$ cat src/hdl/recent_location_table_macros.svh
// ----------------------------------------------------------------------------
// recent_location_table_macros.svh
// Assertion macros used by the recent location table RTL.
// ----------------------------------------------------------------------------
`ifndef RECENT_LOCATION_TABLE_MACROS_SVH
`define RECENT_LOCATION_TABLE_MACROS_SVH

// Condition that must hold at every clock edge outside reset.
`define RLT_ASSERT_ALWAYS(label, clk, rst, cond, msg) \
   label: assert property (@(posedge clk) disable iff (rst) (cond)) else $error(msg);

// Consequent that must hold in the cycle after the antecedent.
`define RLT_ASSERT_NEXT(label, clk, rst, ante, cons, msg) \
   label: assert property (@(posedge clk) disable iff (rst) (ante) |=> (cons)) \
      else $error(msg);

`endif

$ cat src/hdl/rlt_pkg.sv
// ----------------------------------------------------------------------------
// rlt_pkg
// Shared constants and types of the recent location table.
// ----------------------------------------------------------------------------
package rlt_pkg;

   localparam int CAPACITY_DEFAULT = 10;

   localparam int OP_W   = 3;
   localparam int KEY_W  = 32;
   localparam int DATA_W = 64;
   localparam int POS_W  = 5;

   // rank reported by a position query of an absent key (-1)
   localparam logic [POS_W-1:0] POS_ABSENT = 5'h1F;

   typedef enum logic [OP_W-1:0] {
      OP_SAVE     = 3'd0,
      OP_LOOKUP   = 3'd1,
      OP_NEWEST   = 3'd2,
      OP_ERASE    = 3'd3,
      OP_POSITION = 3'd4,
      OP_EXISTS   = 3'd5
   } op_type;

endpackage

$ cat src/hdl/recent_location_table.sv
// ----------------------------------------------------------------------------
// recent_location_table
// Fully associative table of recently saved key/data entries, ordered by
// recency, with save, lookup, newest, erase, position and exists operations.
// ----------------------------------------------------------------------------
// The table takes one word per clock while req_stall is low and returns
// exactly one result word per request, registered in the input register and
// then in the result register. All CAPACITY slots are compared against the
// key in parallel between those registers, and the rank update of every slot
// is registered together with the result, so a request sees the table as left
// by the request just before it. Rank 0 is the newest entry. A save of a new
// key into a full table evicts the entry of rank CAPACITY-1. A save of the
// newest key with unchanged data leaves the table untouched. Position
// returns -1 for an absent key. Unused op codes return a miss. After reset
// the table is empty and ready at once; no clearing pass is needed. The
// result register decouples the two sides: a stalled result holds while a
// new request still enters an empty input register.
// ----------------------------------------------------------------------------
`include "recent_location_table_macros.svh"

module recent_location_table #(
   parameter int CAPACITY = rlt_pkg::CAPACITY_DEFAULT
) (
   input  logic                                clock,
   input  logic                                reset,

   // request channel
   input  logic                                req_valid,
   output logic                                req_stall,
   input  logic [rlt_pkg::OP_W-1:0]            req_op,
   input  logic [rlt_pkg::KEY_W-1:0]           req_key_id,
   input  logic [rlt_pkg::DATA_W-1:0]          req_entry_data,

   // response channel
   output logic                                rsp_valid,
   input  logic                                rsp_stall,
   output logic                                rsp_hit,
   output logic [rlt_pkg::KEY_W-1:0]           rsp_found_id,
   output logic [rlt_pkg::DATA_W-1:0]          rsp_found_data,
   output logic signed [rlt_pkg::POS_W-1:0]    rsp_position
);

   // rank width and entry count width
   localparam int RW = (CAPACITY > 1) ? $clog2(CAPACITY) : 1;
   localparam int CW = $clog2(CAPACITY + 1);
   localparam int KW = rlt_pkg::KEY_W;
   localparam int DW = rlt_pkg::DATA_W;
   localparam int PW = rlt_pkg::POS_W;

   localparam logic [RW-1:0] RANK_OLDEST = RW'(CAPACITY - 1);
   localparam logic [CW-1:0] COUNT_FULL  = CW'(CAPACITY);

   // -------------------------------------------------------------------------
   // Input register
   // -------------------------------------------------------------------------
   logic                      s1_valid_ff, s1_valid_in;
   logic [rlt_pkg::OP_W-1:0]  s1_op_ff;
   logic [KW-1:0]             s1_key_ff;
   logic [DW-1:0]             s1_data_ff;

   logic advance;   // result register can take a new word
   logic fire;      // request in the input register executes this cycle

   assign advance   = !rsp_valid || !rsp_stall;
   assign req_stall = s1_valid_ff && !advance;
   assign fire      = s1_valid_ff && advance;
   assign s1_valid_in = req_stall ? s1_valid_ff : req_valid;

   always_ff @(posedge clock) begin
      if (reset) begin
         s1_valid_ff <= 1'b0;
      end else begin
         s1_valid_ff <= s1_valid_in;
      end
      if (req_valid && !req_stall) begin
         s1_op_ff   <= req_op;
         s1_key_ff  <= req_key_id;
         s1_data_ff <= req_entry_data;
      end
   end

   // -------------------------------------------------------------------------
   // Table state
   // -------------------------------------------------------------------------
   logic [CAPACITY-1:0] slot_valid_ff, slot_valid_in;
   logic [KW-1:0]       slot_key_ff  [CAPACITY];
   logic [KW-1:0]       slot_key_in  [CAPACITY];
   logic [DW-1:0]       slot_data_ff [CAPACITY];
   logic [DW-1:0]       slot_data_in [CAPACITY];
   logic [RW-1:0]       slot_rank_ff [CAPACITY];
   logic [RW-1:0]       slot_rank_in [CAPACITY];
   logic [CW-1:0]       count_ff, count_in;

   // -------------------------------------------------------------------------
   // Parallel match
   // -------------------------------------------------------------------------
   logic [CAPACITY-1:0] key_match;    // slot holds the request key
   logic [CAPACITY-1:0] top_match;    // slot holds the newest entry
   logic [CAPACITY-1:0] old_match;    // slot holds the oldest entry when full
   logic [CAPACITY-1:0] free_first;   // lowest free slot
   logic [CAPACITY-1:0] target;       // slot written by a save
   logic [RW-1:0]       hit_rank;
   logic [DW-1:0]       hit_data;
   logic [KW-1:0]       top_key;
   logic [DW-1:0]       top_data;
   logic                any_hit, any_top, full, resave_same;
   logic [RW+PW-1:0]    rank_ext;

   always_comb begin
      hit_rank = '0;
      hit_data = '0;
      top_key  = '0;
      top_data = '0;
      for (int i = 0; i < CAPACITY; i++) begin
         key_match[i] = slot_valid_ff[i] && (slot_key_ff[i] == s1_key_ff);
         top_match[i] = slot_valid_ff[i] && (slot_rank_ff[i] == '0);
         old_match[i] = slot_valid_ff[i] && (slot_rank_ff[i] == RANK_OLDEST);
         // keys are distinct, so at most one slot contributes to each mux
         hit_rank = hit_rank | (key_match[i] ? slot_rank_ff[i] : '0);
         hit_data = hit_data | (key_match[i] ? slot_data_ff[i] : '0);
         top_key  = top_key  | (top_match[i] ? slot_key_ff[i]  : '0);
         top_data = top_data | (top_match[i] ? slot_data_ff[i] : '0);
      end
   end

   assign free_first  = ~slot_valid_ff & (slot_valid_ff + CAPACITY'(1));
   assign any_hit     = |key_match;
   assign any_top     = |top_match;
   assign full        = (count_ff == COUNT_FULL);
   assign resave_same = any_hit && (hit_rank == '0) && (hit_data == s1_data_ff);
   // a present key reuses its slot; a new key goes to a free slot or evicts
   assign target      = any_hit ? key_match : (full ? old_match : free_first);
   assign rank_ext    = {{PW{1'b0}}, hit_rank};

   // -------------------------------------------------------------------------
   // Table update
   // -------------------------------------------------------------------------
   always_comb begin
      slot_valid_in = slot_valid_ff;
      slot_key_in   = slot_key_ff;
      slot_data_in  = slot_data_ff;
      slot_rank_in  = slot_rank_ff;
      count_in      = count_ff;
      if (fire) begin
         if ((s1_op_ff == rlt_pkg::OP_SAVE) && !resave_same) begin
            for (int i = 0; i < CAPACITY; i++) begin
               if (target[i]) begin
                  slot_valid_in[i] = 1'b1;
                  slot_key_in[i]   = s1_key_ff;
                  slot_data_in[i]  = s1_data_ff;
                  slot_rank_in[i]  = '0;
               end else if (slot_valid_ff[i] &&
                            (!any_hit || (slot_rank_ff[i] < hit_rank))) begin
                  slot_rank_in[i] = slot_rank_ff[i] + RW'(1);
               end
            end
            if (!any_hit && !full) begin
               count_in = count_ff + CW'(1);
            end
         end else if ((s1_op_ff == rlt_pkg::OP_ERASE) && any_hit) begin
            for (int i = 0; i < CAPACITY; i++) begin
               if (key_match[i]) begin
                  slot_valid_in[i] = 1'b0;
               end else if (slot_valid_ff[i] && (slot_rank_ff[i] > hit_rank)) begin
                  slot_rank_in[i] = slot_rank_ff[i] - RW'(1);
               end
            end
            count_in = count_ff - CW'(1);
         end
      end
   end

   always_ff @(posedge clock) begin
      if (reset) begin
         slot_valid_ff <= '0;
         count_ff      <= '0;
      end else begin
         slot_valid_ff <= slot_valid_in;
         count_ff      <= count_in;
      end
      slot_key_ff  <= slot_key_in;
      slot_data_ff <= slot_data_in;
      slot_rank_ff <= slot_rank_in;
   end

   // -------------------------------------------------------------------------
   // Result register
   // -------------------------------------------------------------------------
   logic                 rsp_valid_ff, rsp_valid_in;
   logic                 rsp_hit_ff, rsp_hit_in;
   logic [KW-1:0]        rsp_id_ff, rsp_id_in;
   logic [DW-1:0]        rsp_data_ff, rsp_data_in;
   logic [PW-1:0]        rsp_pos_ff, rsp_pos_in;

   always_comb begin
      rsp_hit_in  = 1'b0;
      rsp_id_in   = s1_key_ff;
      rsp_data_in = '0;
      rsp_pos_in  = '0;
      unique case (s1_op_ff)
         rlt_pkg::OP_SAVE: begin
            rsp_hit_in = 1'b1;
         end
         rlt_pkg::OP_LOOKUP: begin
            rsp_hit_in  = any_hit;
            rsp_data_in = hit_data;
         end
         rlt_pkg::OP_NEWEST: begin
            rsp_hit_in = any_top;
            if (any_top) begin
               rsp_id_in   = top_key;
               rsp_data_in = top_data;
            end
         end
         rlt_pkg::OP_ERASE, rlt_pkg::OP_EXISTS: begin
            rsp_hit_in = any_hit;
         end
         rlt_pkg::OP_POSITION: begin
            rsp_hit_in = any_hit;
            rsp_pos_in = any_hit ? rank_ext[PW-1:0] : rlt_pkg::POS_ABSENT;
         end
         default: begin
            rsp_hit_in = 1'b0;
         end
      endcase
   end

   assign rsp_valid_in = advance ? s1_valid_ff : rsp_valid_ff;

   always_ff @(posedge clock) begin
      if (reset) begin
         rsp_valid_ff <= 1'b0;
      end else begin
         rsp_valid_ff <= rsp_valid_in;
      end
      if (fire) begin
         rsp_hit_ff  <= rsp_hit_in;
         rsp_id_ff   <= rsp_id_in;
         rsp_data_ff <= rsp_data_in;
         rsp_pos_ff  <= rsp_pos_in;
      end
   end

   assign rsp_valid      = rsp_valid_ff;
   assign rsp_hit        = rsp_hit_ff;
   assign rsp_found_id   = rsp_id_ff;
   assign rsp_found_data = rsp_data_ff;
   assign rsp_position   = $signed(rsp_pos_ff);

   // -------------------------------------------------------------------------
   // Assertions
   // -------------------------------------------------------------------------
   `RLT_ASSERT_ALWAYS(a_count_matches_valid, clock, reset, ($countones(slot_valid_ff) == int'(count_ff)), "entry count disagrees with valid slots")
   `RLT_ASSERT_ALWAYS(a_count_bounded, clock, reset, (count_ff <= COUNT_FULL), "entry count exceeds capacity")
   `RLT_ASSERT_NEXT(a_save_not_empty, clock, reset, (fire && (s1_op_ff == rlt_pkg::OP_SAVE)), (count_ff != '0), "table empty after a save")
   `RLT_ASSERT_NEXT(a_erase_shrinks, clock, reset, (fire && (s1_op_ff == rlt_pkg::OP_ERASE) && any_hit), (count_ff == $past(count_ff) - CW'(1)), "erase hit did not remove an entry")

endmodule
$ cat config.mk
export PLATFORM = sky130hd
export DESIGN_NAME = recent_location_table
export DESIGN_NICKNAME = d
export VERILOG_FILES = /design/src/hdl/rlt_pkg.sv /design/src/hdl/recent_location_table.sv
export VERILOG_INCLUDE_DIRS = /design/src /design/src/hdl
export SDC_FILE = /design/constraint.sdc
export NUM_CORES = 2
export LEC_CHECK = 0
export BUFFER_PORTS_ARGS = -buffer_cell sky130_fd_sc_hd__buf_2
export CORE_MARGIN = 4
export CORE_UTILIZATION = 47
export CTS_BUF_LIST = sky130_fd_sc_hd__clkbuf_2
export CTS_CLUSTER_DIAMETER = 100
export DETAILED_ROUTE_END_ITERATION = 10
export PLACE_DENSITY = 0.59
export SYNTH_ARGS = -nofsm -noshare
export SYNTH_HDL_FRONTEND = slang
export SYNTH_SLANG_ARGS = --single-unit
$ cat constraint.sdc
create_clock -name clock -period 16.7 [get_ports clock]
set_clock_uncertainty 0.05 [all_clocks]
set_input_delay 3.34 -clock clock [delete_from_list [all_inputs] [get_ports clock]]
set_output_delay 3.34 -clock clock [all_outputs]
set_load 0.005 [all_outputs]
* Yosys cells after proc, flatten, opt, wreduce, memory -nomap -nowiden
Cells that the tools add are included.
** Word-level totals
- Register bits :: 1217
- Latch bits :: 0
- Bits in writable memories :: 0
- ROM bits :: 0
- Input bits :: 103
- Output and inout bits :: 104
- Logic and storage cells :: 447
- Memories kept :: 0
** Cells by class
- Add/subtract/negate cells :: 23
- $mul :: 0
- Divide/modulo/power cells :: 0
- Magnitude comparators :: 20
- Equal/unequal tests :: 58
- Shifts and indexed selects :: 0
- Mux-type cells :: 115
- Bitwise operators :: 38
- Reduce and logical (&&, ||, !) cells :: 143
** Operators with widths (count)
- $mux W64 :: 21
- $or A64 B64 Y64 :: 18
- $mux W32 :: 12
- $eq A32 B32 Y1 :: 10
- $or A32 B32 Y32 :: 9
- $mux W4 :: 53
- $pmux W64 S2 :: 1
- $mux W40 :: 2
- $eq A64 B64 Y1 :: 1
- $logic_and A1 B1 Y1 :: 58
- $reduce_and A5 Y1 :: 10
- $add A4 B1 Y4 const B :: 11
- $eq A4 B4 Y1 const B :: 11
- $logic_not A4 Y1 :: 11
- $sub A4 B1 Y4 const B :: 11
- $reduce_bool A2 Y1 :: 21
- $gt A4 B4 Y1 :: 10
- $lt A4 B4 Y1 :: 10
- $mux W10 :: 4
- $reduce_and A4 Y1 :: 10
- $or A4 B4 Y4 :: 9
- $reduce_and A3 Y1 :: 11
- $ne A3 B2 Y1 const B :: 10
- $ne A2 B1 Y1 const B :: 11
- other kinds (15) :: 62

* Longest topological paths before layout
- Depth in word-level cells :: 19
- Mapped depth :: 25
- Mapped depth without buffers :: 18

* Least setup slack after synthesis
Ideal clock, no wire load.
- Kind :: input to register
- From :: input rsp_stall
- To :: register slot_valid_ff[0]
- Setup time :: 76 ps
- Arrival time :: 9896 ps
- Required time :: 16574 ps
- Path slack :: 6677 ps
- Stages :: 6
- Path buffers :: 0
- Path through :: nand2_1 > nand2_1 > inv_2 > nand2_1 > nor2_1 > o221a_2
** On the way
- Longest elaborated chain between the ends :: 4
** RTL lines
- start: declaration :: line recent_location_table.sv:36 : input logic rsp_stall,
- $logic_not A1 Y1 :: line recent_location_table.sv:64 : assign advance = !rsp_valid || !rsp_stall;
- $logic_or A1 B1 Y1 :: line recent_location_table.sv:64
- $logic_and A1 B1 Y1 :: line recent_location_table.sv:66 : assign fire = s1_valid_ff && advance;
- via fire :: line recent_location_table.sv:62 : logic fire;
- $reduce_and A4 Y1 (no source line)
- end signal: assignment :: line recent_location_table.sv:178 : slot_valid_ff <= slot_valid_in;
- end: declaration :: line recent_location_table.sv:85 : logic [CAPACITY-1:0] slot_valid_ff, slot_valid_in;
The timed path passes the listed nets, and every way through them passes these cells.
A chain may end at the register's enable or synchronous reset.

* Worst setup path after layout
- From :: register s1_key_ff[21]
- To :: register count_ff[3]
** On the way
- Longest elaborated chain between the ends :: 19
- Elaborated cells between the ends (all ways) :: 72
- Classes of those cells :: eq/ne: 12; mux: 21; bitwise: 18; reduce/logical: 21
** RTL lines
- start: declaration :: line recent_location_table.sv:58 : logic [KW-1:0] s1_key_ff;
- start signal: assignment :: line recent_location_table.sv:77 : s1_key_ff <= req_key_id;
- parallel branches: the longest is 19 deep, another holds $mux W64
- end signal: assignment :: line recent_location_table.sv:179 : count_ff <= count_in;
- end: declaration :: line recent_location_table.sv:92 : logic [CW-1:0] count_ff, count_in;
Parallel ways; which one is timed is not known.

==> metrics <==
Worst Path Buf+Inv 5; CTS resizes 0; Syn-to-layout area delta 9.43%; RSZ-0062 raised after global routing no; Logic pwr share 3.3%; fin nets 4,647; part of the cycle the worst path needs 53.9%; Post-Syn Area 56,900 um2; total grt overflow 0; I/O pins 207; Post-CTS Setup Inserts 0; area post-placement 59,500 um2; post-synth cell types 82; Syn Nets 4,309; Starting Density 47.4%; PortBufs 206; Worst-Margin Slew 1.35 ns; Routed WL per cell 36.4 um; Pre-antenna DRT Iters 7; most common cell after layout, fill and taps aside edfxtp_1; die span in x 356 um; first-pass GRT wire length 318 mm; minimum clock period 9.01 ns; post-layout instance area 62,300 um2; EDFF count, synth 1,201; Clock Latency Late Sink 1.83 ns; WP data arrival 10.54 ns; H-tree depth 5; status completed; Max Cap Viol 0; most frequent cells in the layout edfxtp_1 (1,201), clkbuf_2 (448), a22oi_1 (371), nand4_1 (247), xnor2_1 (246); TritonCTS clock tree built; Cell Pwr Density 91.3 nW/um2; vias 44,300; dpl cells 5,742; ANT nets after route 0; most used cell, CP buf_4; nature of the critical path endpoint register; P_sw 1.47 mW; Syn. warnings 0; # fillers 10,400; LEAKAGE 20.2 nW; critical path's top delay family buffers and inverters; sequential power share 60.7%; Startpoint Class register; Final Hold Fails 0; root buf cell clkbuf_2; critical path class register to register; Residual DRC 0; ys async rst share 0%; Slew headroom 9.91%; Most used DFF post-synth edfxtp_1; post-synthesis cell count 4,123; clock share of power 36.0%; Syn Area/Cell 13.8 um2; largest net degree at the start of global routing 98; die height 356 um; DRT iter0 DRCs 7,705; clock tree buffer depth 4; layout cells sized above 1 18.5%; placer congestion estimate 1.05; Final Power 5.68 mW; Post-DP HPWL 136 mm; CTS buffer count 329; DR vias/cell 7.03; fin cells 6,299; setup TNS 0 ns; Int Power 4.21 mW; Hold Path Class register to register; Critical-path top delay cell a2111oi_0; Pins Over Slew Limit 0; via count of the first global-routing pass 42,500; Hold-fix buffers, CTS 0; synthesized flop and latch total 1,217; clk slew on worst S/H paths 0.10 ns; final-report setup violation count 0; Worst path max stage delay 1.02 ns; final WL 229 mm; CP Max Fanout 46; sw frac 25.9%; initial antenna violation count 15; Fmax 111 MHz; Cell Rows 127; Critical Path RT 18.23 ns; total track usage 35.4%; CP Cell Sequence xnor2_1 > nand4_1 > nor4_4 > buf_4 > and3_2 > buf_4 > a22oi_1 > nand2_1 > o21ai_0 > a2111oi_0 > nand4_1 > nor4_4 > a2111oi_4 > buf_4 > buf_4 > inv_2 > ha_1 > a21o_1 > a21oi_1 > xnor2_1 > or3_1 > a21oi_1; sequential share of the synthesized area 63.9%; full die area 127,000 um2; Max VDD drop 0.0686 mV; Core ar. 120,000 um2; Sink Count 1,217
[synth_stat cells, types with 44 or more instances]
master / number / share of area (%)
nor4_1: 90 / 0.99
a31oi_1: 50 / 0.55
nor3_1: 44 / 0.39
nand2_1: 115 / 0.76
buf_2: 47 / 0.41
a21oi_1: 82 / 0.72
o2111ai_1: 57 / 0.88
inv_1: 115 / 0.76
nand4_1: 247 / 2.7
xnor2_1: 246 / 3.8
nand2b_1: 61 / 0.67
edfxtp_1: 1201 / 63
ha_1: 82 / 1.8
a22o_1: 228 / 3.5
nor2_1: 53 / 0.35
a221oi_1: 128 / 2.0
xor2_1: 103 / 1.6
nand3_1: 66 / 0.58
a41o_1: 61 / 1.1
clkbuf_1: 173 / 1.1
o21ai_0: 124 / 1.1
a22oi_1: 371 / 4.9
[cell type report]
class                      instances  area, um2  area share [%]
clock buffer                     448       2240            3.60
sequential                      1217      36400            58.4
tap                             1612       2020            3.24
multi-input combinational       2493      18800            30.2
clock inverter                   100        479           0.770
timing repair buffer             303       1850            2.97
inverter                         117        477           0.766
antenna                            9       22.5          0.0362
[through the flow]
stage | hold slack (ns) | worst slack, ns | utilization (%)
floorplan | 0.400 | 6.68 | -
finish | 0.453 | 7.69 | 51.8
global placement | 0.418 | 7.86 | 49.6
CTS | 0.459 | 8.01 | 51.8
global route | 0.507 | 7.44 | 51.8
detailed placement | 0.433 | 8.04 | 49.6
[flip-flops by register name (all words and copies together) (netlist names), 3 cells and up]
signal / flops
s1_data_ff: 64
slot_data_ff: 640
count_ff: 4
rsp_found_data: 64
rsp_found_id: 32
slot_rank_ff: 40
slot_valid_ff: 10
s1_key_ff: 32
rsp_position: 5
slot_key_ff: 320
s1_op_ff: 3
[cell families (layout without fill, tap and decap cells)]
family / Yosys count / after routing / synth area share (%)
other: 0 / 9 / 0
AND/OR/NAND/NOR: 846 / 846 / 8.99
XOR/XNOR: 349 / 349 / 5.37
flip-flops: 1217 / 1217 / 63.9
buffers and inverters: 413 / 968 / 3.44
AO/OA/AOI/OAI: 1214 / 1214 / 16.4
adder cells (fa/ha/maj): 83 / 83 / 1.84
multiplexers: 1 / 1 / 0.0176
[worst reg2reg max path: stages, from the launching register on]
cell       delay, ns
edfxtp_1        0.77
xnor2_1         0.68
nand4_1         0.35
nor4_4          0.36
buf_4           0.63
and3_2          0.51
buf_4           0.55
a22oi_1         0.26
nand2_1         0.14
o21ai_0         0.37
a2111oi_0       1.02
nand4_1         0.27
nor4_4          0.37
a2111oi_4       0.14
buf_4           0.29
buf_4           0.35
inv_2           0.53
ha_1            0.37
a21o_1          0.18
a21oi_1         0.18
xnor2_1         0.09
or3_1           0.32
a21oi_1         0.15
[final timing paths]
path	from	end	slack [ns]	depth (start not counted)
worst max-delay path	s1_key_ff[21]$_DFFE_PP_	count_ff[3]$_SDFFE_PP0P_	7.69	22
worst min-delay path	s1_valid_ff$_SDFFE_PP0N_	rsp_valid$_SDFFE_PP0N_	0.45	2
worst max register to register	s1_key_ff[21]$_DFFE_PP_	count_ff[3]$_SDFFE_PP0P_	7.69	22
worst min register to register	s1_valid_ff$_SDFFE_PP0N_	rsp_valid$_SDFFE_PP0N_	0.45	2
[power by group through the flow]
stage	clock network [mW]	logic (mW)	registers, mW
detailed placement	0	0.181	3.52
global placement	0	0.182	3.51
global route	2.26	0.193	3.45
CTS	2.08	0.182	3.45
floorplan	0	0.100	3.49
finish	2.05	0.188	3.45
[metal layers]
layer | share of wire, % | up-vias | GRT usage, %
li1 | - | 17800 | -
met1 | 39 | 21900 | 50.0
met2 | 41 | 3974 | 48.9
met3 | 15 | 676 | 12.2
met4 | 4.9 | 12 | 16.6
met5 | 0.033 | - | 0
No activity file was read; power rests on OpenSTA's default activity.
